**config.mk**
```make
export PLATFORM = sky130hd
export DESIGN_NAME = keyframe_servo_trajectory_unit
export DESIGN_NICKNAME = d
export VERILOG_FILES = /design/src/rtl/kst_pkg.sv /design/src/rtl/kst_ctrl.sv /design/src/rtl/kst_dpath.sv /design/src/rtl/keyframe_servo_trajectory_unit.sv
export SDC_FILE = /design/constraint.sdc
export NUM_CORES = 2
export LEC_CHECK = 0
export BUFFER_PORTS_ARGS = -buffer_cell sky130_fd_sc_hd__clkbuf_2
export CORE_MARGIN = 8
export CORE_UTILIZATION = 65
export CTS_CLUSTER_DIAMETER = 200
export DETAILED_ROUTE_END_ITERATION = 8
export PLACE_DENSITY_LB_ADDON = 0.05
export SLEW_MARGIN = 15
export SYNTH_ARGS = -nofsm -noshare
export SYNTH_HDL_FRONTEND = slang
export SYNTH_SLANG_ARGS = --single-unit
```
**constraint.sdc**
```tcl
create_clock -name clk -period 8 [get_ports clk]
set_input_delay 0.8 -clock clk [delete_from_list [all_inputs] [get_ports clk]]
set_output_delay 0.8 -clock clk [all_outputs]
set_load 0.05 [all_outputs]
```
**src/rtl/kst_pkg.sv**
```systemverilog
// shared types, codes and constants of the keyframe servo trajectory unit
`timescale 1ns / 1ps
package kst_pkg;

	localparam int MAX_KEYFRAMES_DEF = 16;
	localparam int CENTRE_Q88 = 23040;
	localparam int FULL_Q88 = 46080;
	localparam int PROD_W = 42;
	localparam int CNT_W = 5;

	localparam logic [2:0] MODE_LOAD = 3'd0;
	localparam logic [2:0] MODE_START = 3'd1;
	localparam logic [2:0] MODE_STOP = 3'd2;
	localparam logic [2:0] MODE_PAUSE = 3'd3;
	localparam logic [2:0] MODE_RESUME = 3'd4;
	localparam logic [2:0] MODE_TICK = 3'd5;

	localparam logic [1:0] KIND_NONE = 2'd0;
	localparam logic [1:0] KIND_ANGLE = 2'd1;
	localparam logic [1:0] KIND_FINISHED = 2'd2;

	typedef struct packed {
		logic [2:0]         mode;
		logic [31:0]        now_ms;
		logic [3:0]         key_slot;
		logic [23:0]        key_time_ms;
		logic signed [15:0] key_angle;
	} in_item_t;

	typedef struct packed {
		logic [1:0]  kind;
		logic [15:0] servo_angle;
		logic        running;
	} out_item_t;

	typedef struct packed {
		logic busy;
		logic accept;
		logic rd_p;
		logic rd_c;
		logic eval;
		logic advance;
		logic mul;
		logic div_init;
		logic div_step;
		logic done_angle;
		logic done_finish;
	} cmd_t;

	typedef struct packed {
		logic tick_run;
		logic more;
		logic seg_ok;
		logic div_last;
	} status_t;

endpackage

```
**src/rtl/kst_ctrl.sv**
```systemverilog
// sequencer for tick processing: segment walk, multiply and divide steps
`timescale 1ns / 1ps
module kst_ctrl import kst_pkg::*; (
	input  logic    clk,
	input  logic    arst_n,
	input  logic    in_valid,
	input  logic    out_block,
	input  status_t status,
	output cmd_t    cmd
);

	typedef enum logic [2:0] {
		S_IDLE, S_CHK, S_RDC, S_EVAL, S_MUL, S_DINIT, S_DIV, S_OUT
	} state_t;

	state_t state_q;

	always_comb begin
		cmd = '0;
		cmd.busy = (state_q != S_IDLE);
		unique case (state_q)
			S_IDLE: cmd.accept = in_valid && !out_block;
			S_CHK: begin
				cmd.rd_p = status.more;
				cmd.done_finish = !status.more;
			end
			S_RDC: cmd.rd_c = 1'b1;
			S_EVAL: begin
				cmd.eval = status.seg_ok;
				cmd.advance = !status.seg_ok;
			end
			S_MUL: cmd.mul = 1'b1;
			S_DINIT: cmd.div_init = 1'b1;
			S_DIV: cmd.div_step = 1'b1;
			S_OUT: cmd.done_angle = 1'b1;
			default: cmd.busy = 1'b1;
		endcase
	end

	always_ff @(posedge clk or negedge arst_n) begin
		if (!arst_n) begin
			state_q <= S_IDLE;
		end else begin
			unique case (state_q)
				S_IDLE: if (cmd.accept && status.tick_run) state_q <= S_CHK;
				S_CHK: state_q <= status.more ? S_RDC : S_IDLE;
				S_RDC: state_q <= S_EVAL;
				S_EVAL: state_q <= status.seg_ok ? S_MUL : S_CHK;
				S_MUL: state_q <= S_DINIT;
				S_DINIT: state_q <= S_DIV;
				S_DIV: if (status.div_last) state_q <= S_OUT;
				S_OUT: state_q <= S_IDLE;
				default: state_q <= S_IDLE;
			endcase
		end
	end

endmodule

```
**src/rtl/kst_dpath.sv**
```systemverilog
// keyframe memory, animation clock, multiply, serial divider and result register
`timescale 1ns / 1ps
module kst_dpath import kst_pkg::*; #(
	parameter int MAX_KEYFRAMES = MAX_KEYFRAMES_DEF
) (
	input  logic             clk,
	input  logic             arst_n,
	input  cmd_t             cmd,
	output status_t          status,
	input  in_item_t         in_data,
	input  logic             cfg_we,
	input  logic [CNT_W-1:0] cfg_data,
	output logic             out_valid,
	input  logic             out_stall,
	output out_item_t        out_data
);

	localparam int AW = (MAX_KEYFRAMES > 1) ? $clog2(MAX_KEYFRAMES) : 1;
	localparam int DCW = $clog2(PROD_W);

	logic [23:0] tmem [MAX_KEYFRAMES];
	logic [15:0] amem [MAX_KEYFRAMES];
	logic [23:0] rd_time_q;
	logic signed [15:0] rd_angle_q;

	logic [CNT_W-1:0] kc_q, seg_q, count;
	logic active_q, paused_q;
	logic [31:0] start_q, accum_q, t_q;

	logic [23:0] tp_q;
	logic signed [15:0] ap_q;
	logic signed [16:0] da_q;
	logic signed [24:0] dt_q, d_q;
	logic signed [PROD_W-1:0] prod_q;
	logic neg_q;
	logic [PROD_W-1:0] nq_q;
	logic [24:0] rem_q;
	logic [DCW-1:0] dcnt_q;

	logic [AW-1:0] raddr;
	logic signed [24:0] d_now;
	logic [25:0] r2;
	logic r_ge;
	logic signed [PROD_W+1:0] q_s, pos_s, o_s;
	logic [15:0] sat;
	logic tick_item;
	logic [31:0] t_now;
	logic res_load;

	assign count = (32'(kc_q) > MAX_KEYFRAMES) ? CNT_W'(MAX_KEYFRAMES) : kc_q;
	assign tick_item = (in_data.mode == MODE_TICK) && active_q && !paused_q;
	assign t_now = accum_q + in_data.now_ms - start_q;

	assign status.tick_run = tick_item;
	assign status.more = seg_q < count;
	assign d_now = $signed({1'b0, rd_time_q}) - $signed({1'b0, tp_q});
	assign status.seg_ok = (d_now > 0) && (t_q < {8'd0, rd_time_q});
	assign status.div_last = (dcnt_q == DCW'(PROD_W - 1));

	assign raddr = cmd.rd_p ? AW'(seg_q - CNT_W'(1)) : AW'(seg_q);

	// a new result item is loaded into the output register
	assign res_load = (cmd.accept && !tick_item) || cmd.done_finish || cmd.done_angle;

	// keyframe table, registered read
	always_ff @(posedge clk) begin
		if (cmd.accept && in_data.mode == MODE_LOAD && 32'(in_data.key_slot) < MAX_KEYFRAMES) begin
			tmem[AW'(in_data.key_slot)] <= in_data.key_time_ms;
			amem[AW'(in_data.key_slot)] <= in_data.key_angle;
		end
		if (cmd.rd_p || cmd.rd_c) begin
			rd_time_q <= tmem[raddr];
			rd_angle_q <= amem[raddr];
		end
	end

	// one restoring division step on magnitudes
	assign r2 = {rem_q, nq_q[PROD_W-1]};
	assign r_ge = r2 >= {1'b0, d_q};

	always_comb begin
		q_s = $signed({2'b00, nq_q});
		if (neg_q) q_s = -q_s - ((rem_q != '0) ? 44'sd1 : 44'sd0);
		pos_s = q_s + 44'(ap_q);
		o_s = pos_s + 44'sd23040;
		if (o_s < 0) sat = 16'd0;
		else if (o_s > 44'sd46080) sat = 16'(FULL_Q88);
		else sat = o_s[15:0];
	end

	always_ff @(posedge clk) begin
		if (cmd.accept) t_q <= t_now;
		if (cmd.rd_c) begin
			tp_q <= rd_time_q;
			ap_q <= rd_angle_q;
		end
		if (cmd.eval) begin
			da_q <= 17'(rd_angle_q) - 17'(ap_q);
			dt_q <= $signed({1'b0, t_q[23:0]}) - $signed({1'b0, tp_q});
			d_q <= d_now;
		end
		if (cmd.mul) prod_q <= PROD_W'(da_q) * PROD_W'(dt_q);
		if (cmd.div_init) begin
			neg_q <= prod_q[PROD_W-1];
			nq_q <= prod_q[PROD_W-1] ? PROD_W'(-prod_q) : PROD_W'(prod_q);
			rem_q <= '0;
			dcnt_q <= '0;
		end
		if (cmd.div_step) begin
			rem_q <= r_ge ? 25'(r2 - {1'b0, d_q}) : r2[24:0];
			nq_q <= {nq_q[PROD_W-2:0], r_ge};
			dcnt_q <= dcnt_q + DCW'(1);
		end
	end

	always_ff @(posedge clk or negedge arst_n) begin
		if (!arst_n) begin
			kc_q <= '0;
			seg_q <= CNT_W'(1);
			active_q <= 1'b0;
			paused_q <= 1'b0;
			start_q <= '0;
			accum_q <= '0;
			out_valid <= 1'b0;
			out_data <= '0;
		end else begin
			if (res_load) out_valid <= 1'b1;
			else if (out_valid && !out_stall) out_valid <= 1'b0;
			if (cfg_we) begin
				kc_q <= cfg_data;
				seg_q <= CNT_W'(1);
			end
			if (cmd.advance) seg_q <= seg_q + CNT_W'(1);
			if (cmd.accept) begin
				case (in_data.mode)
					MODE_START: if (!active_q) begin
						paused_q <= 1'b0;
						start_q <= in_data.now_ms;
						accum_q <= '0;
						seg_q <= CNT_W'(1);
						active_q <= 1'b1;
					end
					MODE_STOP: active_q <= 1'b0;
					MODE_PAUSE: if (active_q && !paused_q) begin
						paused_q <= 1'b1;
						accum_q <= t_now;
					end
					MODE_RESUME: if (active_q && paused_q) begin
						start_q <= in_data.now_ms;
						paused_q <= 1'b0;
					end
					default: ;
				endcase
				if (!tick_item) begin
					out_data.kind <= KIND_NONE;
					out_data.servo_angle <= '0;
					case (in_data.mode) inside
						// start is ignored while active, so a paused run stays paused
						MODE_START: out_data.running <= !active_q || !paused_q;
						MODE_STOP, MODE_PAUSE: out_data.running <= 1'b0;
						MODE_RESUME: out_data.running <= active_q;
						default: out_data.running <= active_q && !paused_q;
					endcase
				end
			end
			if (cmd.done_finish) begin
				active_q <= 1'b0;
				out_data.kind <= KIND_FINISHED;
				out_data.servo_angle <= '0;
				out_data.running <= 1'b0;
			end
			if (cmd.done_angle) begin
				out_data.kind <= KIND_ANGLE;
				out_data.servo_angle <= sat;
				out_data.running <= 1'b1;
			end
		end
	end

endmodule

```
**src/rtl/keyframe_servo_trajectory_unit.sv**
```systemverilog
// top level of the keyframe servo trajectory unit
// non-tick items, idle ticks: result in the cycle after acceptance, one item in work at a time
// a running tick checks each keyframe segment in turn (check, read, evaluate), then runs the
// multiply and the 42-step serial divider when a segment holds, or finishes when none is left
// arst_n clears the clock state, keyframe count and segment index (to 1)
// the keyframe table is not cleared and holds garbage until loaded
`timescale 1ns / 1ps
module keyframe_servo_trajectory_unit import kst_pkg::*; #(
	parameter int MAX_KEYFRAMES = MAX_KEYFRAMES_DEF
) (
	input  logic             clk,
	input  logic             arst_n,
	input  logic             in_valid,
	output logic             in_stall,
	input  in_item_t         in_data,
	output logic             out_valid,
	input  logic             out_stall,
	output out_item_t        out_data,
	input  logic             cfg_valid,
	output logic             cfg_ready,
	input  logic [CNT_W-1:0] cfg_data
);

	cmd_t cmd;
	status_t status;
	logic out_block;

	assign out_block = out_valid && out_stall;
	assign in_stall = cmd.busy || out_block;
	assign cfg_ready = 1'b1;

	kst_ctrl u_ctrl (
		.clk(clk),
		.arst_n(arst_n),
		.in_valid(in_valid),
		.out_block(out_block),
		.status(status),
		.cmd(cmd)
	);

	kst_dpath #(.MAX_KEYFRAMES(MAX_KEYFRAMES)) u_dpath (
		.clk(clk),
		.arst_n(arst_n),
		.cmd(cmd),
		.status(status),
		.in_data(in_data),
		.cfg_we(cfg_valid && cfg_ready),
		.cfg_data(cfg_data),
		.out_valid(out_valid),
		.out_stall(out_stall),
		.out_data(out_data)
	);

endmodule

```
==> results by group <==
Logic synthesis
  • Combinational family with the most area after synthesis: adder cells
  • Cell variety after synth: 90
  • Syn Nets: 7,334
  • Area contributors post-synth: edfxtp_1 41%, fa_1 13%, ha_1 7.1%
  • Synth area leader: edfxtp_1
  • Mapped Area: 67,900 um2
  • YS warnings: 0
  • Post-Synth Simple-Gate Area: 15.0%
  • Mean Syn Cell Area: 10.6 um2
  • Synth Flop Type: edfxtp_1
  • Number of synthesized register bits: 1,034
  • Mapped Cells: 6,408
  • Synth Area in XOR/XNOR: 3.08%
  • Post-synth EDFFs: 935
  • Async S/R FF share, synth: 9.57%
  • Synth Area in Adders: 20.4%
  • Multiplexer area fraction after synthesis: 1.21%
  • Sequential element share of the synthesized area: 45.0%
  • Compound-cell area share of the yosys netlist: 9.64%
  • Synth top area share: 41.4%

Pwr
  • VDD IR max: 0.000329 V
  • PD cells: 309 nW/um2
  • Leak: 30.3 nW

Floorplan
  • I/O pin count: 111
  • Row cnt: 118
  • Die area: 115,000 um2
  • Initial Util: 65.6%
  • Chip Height: 339 um
  • Die Wd: 339 um
  • Core Region: 103,000 um2

Drt
  • Met2 wire len: 84,100 um
  • Routed vias/inst: 6.04
  • DRT met1 WL: 66,200 um
  • Total number of vias: 47,715
  • Final WL: 167,000 um
  • Number of iterations in the first detailed-routing pass: 6
  • Starting DRT DRC Count: 3,968
  • DRC: 0
  • Post-DR wirelength/cell: 21.1 um
  • Antenna Nets Post-Route: 0
  • Max Used Layer: met5
  • Met3 WL: 9880 um

CTS
  • Worst-Skew Late Latency: 720 ps
  • CTS clk-pin slew, worst paths: 60 ps
  • H-tree depth: 3
  • Clock buffer depth: 3
  • CTS tree: built
  • CTS Hold Bufs: 0
  • Clock sinks: 1,034
  • Clk root buf: clkbuf_16
  • Cts bufs inserted: 105

Setup path
  • Slowest stage delay, CP: 500 ps
  • CP arrival: 8050 ps
  • CP Capture Type: flip-flop
  • Worst Setup Path Type: flip-flop to flip-flop
  • Critical Path Fanout Max: 16
  • Startpoint Class: flip-flop
  • Top cell by count, worst path: ha_1
  • Critical Path Slowest Stage Cell: or4_1
  • Crit path required time: 8600 ps
  • Path depth of the worst reg2reg path: 30

Timing
  • Fmax: 0.134 GHz
  • Final hold vios: 0
  • Final setup TNS: 0 ps
  • Unrepaired setup endpoints after global routing: no
  • Period Utilization, post-route: 93.1%
  • Slew of the pin with the lowest slew margin: 1180 ps
  • Clock Skews: 68.7 ps
  • Tmin final: 7450 ps
  • Setup violators final: 0
  • Relative slew slack: 21.5%
  • Slew Viols, Final: 0

Flow run
  • Maxcap violations: 0

Global route
  • GR Overflow Total: 0
  • First-pass GRT wire length: 262,000 um
  • Initial antenna violation count: 7
  • GRT Util Overall: 28.5%
  • Vias in the first global route: 47,959
  • Pin count of the biggest net entering global routing: 165

Run status
  • Status: complete, no violations

Placed design
  • PortBufs: 109
  • Routability Congestion: 0.965
  • HPWL after DPL: 116,000 um

Worst hold path
  • Worst min path class: primary input to async pin

Layout
  • Nets@finish: 7,360
  • Fillers: 7,537
  • Final Core Density: 70.9%
  • Fraction of layout instances using a drive strength above 1: 6.24%
  • Area Overhead vs Synth: 8.16%
cell families (layout without fill, tap and decap cells):
family	after synthesis	after routing
AO/OA/AOI/OAI	1011	1011
XOR/XNOR	237	237
adder cells (fa/ha/maj)	837	837
buffers and inverters	1004	1115
flip-flops	1034	1034
multiplexers	81	81
other	1	3
AND/OR/NAND/NOR	2203	2203
cell usage after synthesis (9+ instances only):
cell / n
a211oi_1: 30
a21boi_0: 16
a21o_1: 113
a21oi_1: 210
a221oi_1: 10
a311oi_1: 9
a31oi_1: 23
a32oi_1: 41
and2_1: 171
and3_1: 32
buf_1: 12
buf_2: 16
clkbuf_1: 235
dfrtp_1: 98
edfxtp_1: 935
fa_1: 452
ha_1: 385
inv_1: 738
mux2i_1: 74
nand2_1: 1068
nand2b_1: 59
nand3_1: 336
nand3b_1: 11
nand4_1: 121
nor2_1: 219
nor2b_1: 36
nor3_1: 56
nor4_1: 18
o2111ai_1: 10
o211ai_1: 20
o21a_1: 32
o21ai_0: 307
o21bai_1: 27
o22ai_1: 19
o31ai_1: 23
o41ai_1: 15
or2_2: 12
or3_1: 24
or4_1: 13
xnor2_1: 141
xor2_1: 95
what timing repair did:
item	in CTS	in global routing
endpoints found under the setup margin	0	16
resized for setup	0	3
buffers inserted	0	0
final timing paths:
| kind | slack (ps) | startpoint | end |
|---|---|---|---|
| hold / removal | 260 | arst_n | u_dpath.kc_q[0]$_DFFE_PN0P_ |
| hold reg to reg | 480 | u_dpath.rd_angle_q[2]$_DFFE_PP_ | u_dpath.ap_q[2]$_DFFE_PP_ |
| max in group asynchronous | 6630 | arst_n | u_dpath.accum_q[2]$_DFFE_PN0P_ |
| setup / recovery | 550 | u_dpath.rem_q[11]$_SDFFCE_PN0P_ | u_dpath.out_data[3]$_DFFE_PN0P_ |
| setup reg to reg | 550 | u_dpath.rem_q[11]$_SDFFCE_PN0P_ | u_dpath.out_data[3]$_DFFE_PN0P_ |
| min in group clk | 340 | cfg_data[4] | u_dpath.kc_q[4]$_DFFE_PN0P_ |
state kept, by name, summed over array words and instances, names as in the netlist, 16 cells and up:
register / count
u_dpath.da_q: 17
u_dpath.accum_q: 32
u_dpath.d_q: 25
u_dpath.prod_q: 42
u_dpath.rd_time_q: 24
u_dpath.ap_q: 16
u_dpath.t_q: 32
u_dpath.amem: 256
u_dpath.nq_q: 42
u_dpath.rem_q: 25
u_dpath.out_data: 19
u_dpath.tp_q: 24
u_dpath.dt_q: 25
u_dpath.tmem: 384
u_dpath.rd_angle_q: 16
u_dpath.start_q: 32
power by group:
part	switching, W	total [W]	internal (W)
registers	0.000352	0.00724	0.00689
logic	0.00689	0.0106	0.00369
clock network	0.00210	0.00487	0.00278
total	0.00934	0.0227	0.0134
layout make-up:
cell class / instances / area [um2] / share of cell area [%]
multi-input combinational: 4370 / 33700 / 46.0
sequential: 1034 / 30600 / 41.6
inverter: 739 / 2770 / 3.78
clock buffer: 136 / 2760 / 3.77
tap: 1380 / 1730 / 2.35
timing repair buffer: 184 / 1170 / 1.60
clock inverter: 56 / 668 / 0.910
antenna: 2 / 5.00 / 0.00682
layout by cell type (no fill, tap or decap), types with 32 or more instances in the layout:
| master | synthesis | routed |
|---|---|---|
| fa_1 | 452 | 452 |
| o21ai_0 | 307 | 304 |
| a21oi_1 | 210 | 209 |
| edfxtp_1 | 935 | 935 |
| and2_1 | 171 | 171 |
| xnor2_1 | 141 | 138 |
| dfrtp_1 | 98 | 98 |
| clkbuf_2 | 0 | 108 |
| nor2b_1 | 36 | 36 |
| clkbuf_16 | 0 | 105 |
| xor2_1 | 95 | 95 |
| buf_4 | 1 | 71 |
| a32oi_1 | 41 | 41 |
| nor2_1 | 219 | 200 |
| mux2i_1 | 74 | 74 |
| and3_1 | 32 | 32 |
| inv_1 | 738 | 738 |
| nor3_1 | 56 | 51 |
| nand2_1 | 1068 | 1068 |
| nand2b_1 | 59 | 59 |
| o21a_1 | 32 | 32 |
| nand3_1 | 336 | 336 |
| a21o_1 | 113 | 113 |
| nand4_1 | 121 | 121 |
| ha_1 | 385 | 385 |
through the flow:
stage	area (um2)	power (W)	hold slack [ps]	setup slack (ps)	instances
6_report	73400	0.0227	259	549	7901
5_1_grt	73400	0.0241	298	113	7901
4_1_cts	73400	0.0227	262	479	7899
3_5_place_dp	70000	0.0178	455	527	7707
3_3_place_gp	70000	0.0175	451	763	7707
2_1_floorplan	67900	0.0147	426	1430	6408
routing by layer:
layer  up-vias  global-route usage, %
met5         -                      0
met4         2                   11.2
met3       372                   3.65
met2      1605                   49.7
met1     23575                   36.3
li1      22161                      -
critical path, delay by kind of cell (launching register included):
kind	cells	cell delay [ps]
AOI/OAI and AO/OA	12	3130
buffers and inverters	2	400
DFF	1	380
adders and majority gates	4	1150
and+or+nand+nor	11	2090
xor gates and xnor gates	1	160
Note: power is estimated with default switching activity, not from simulation.
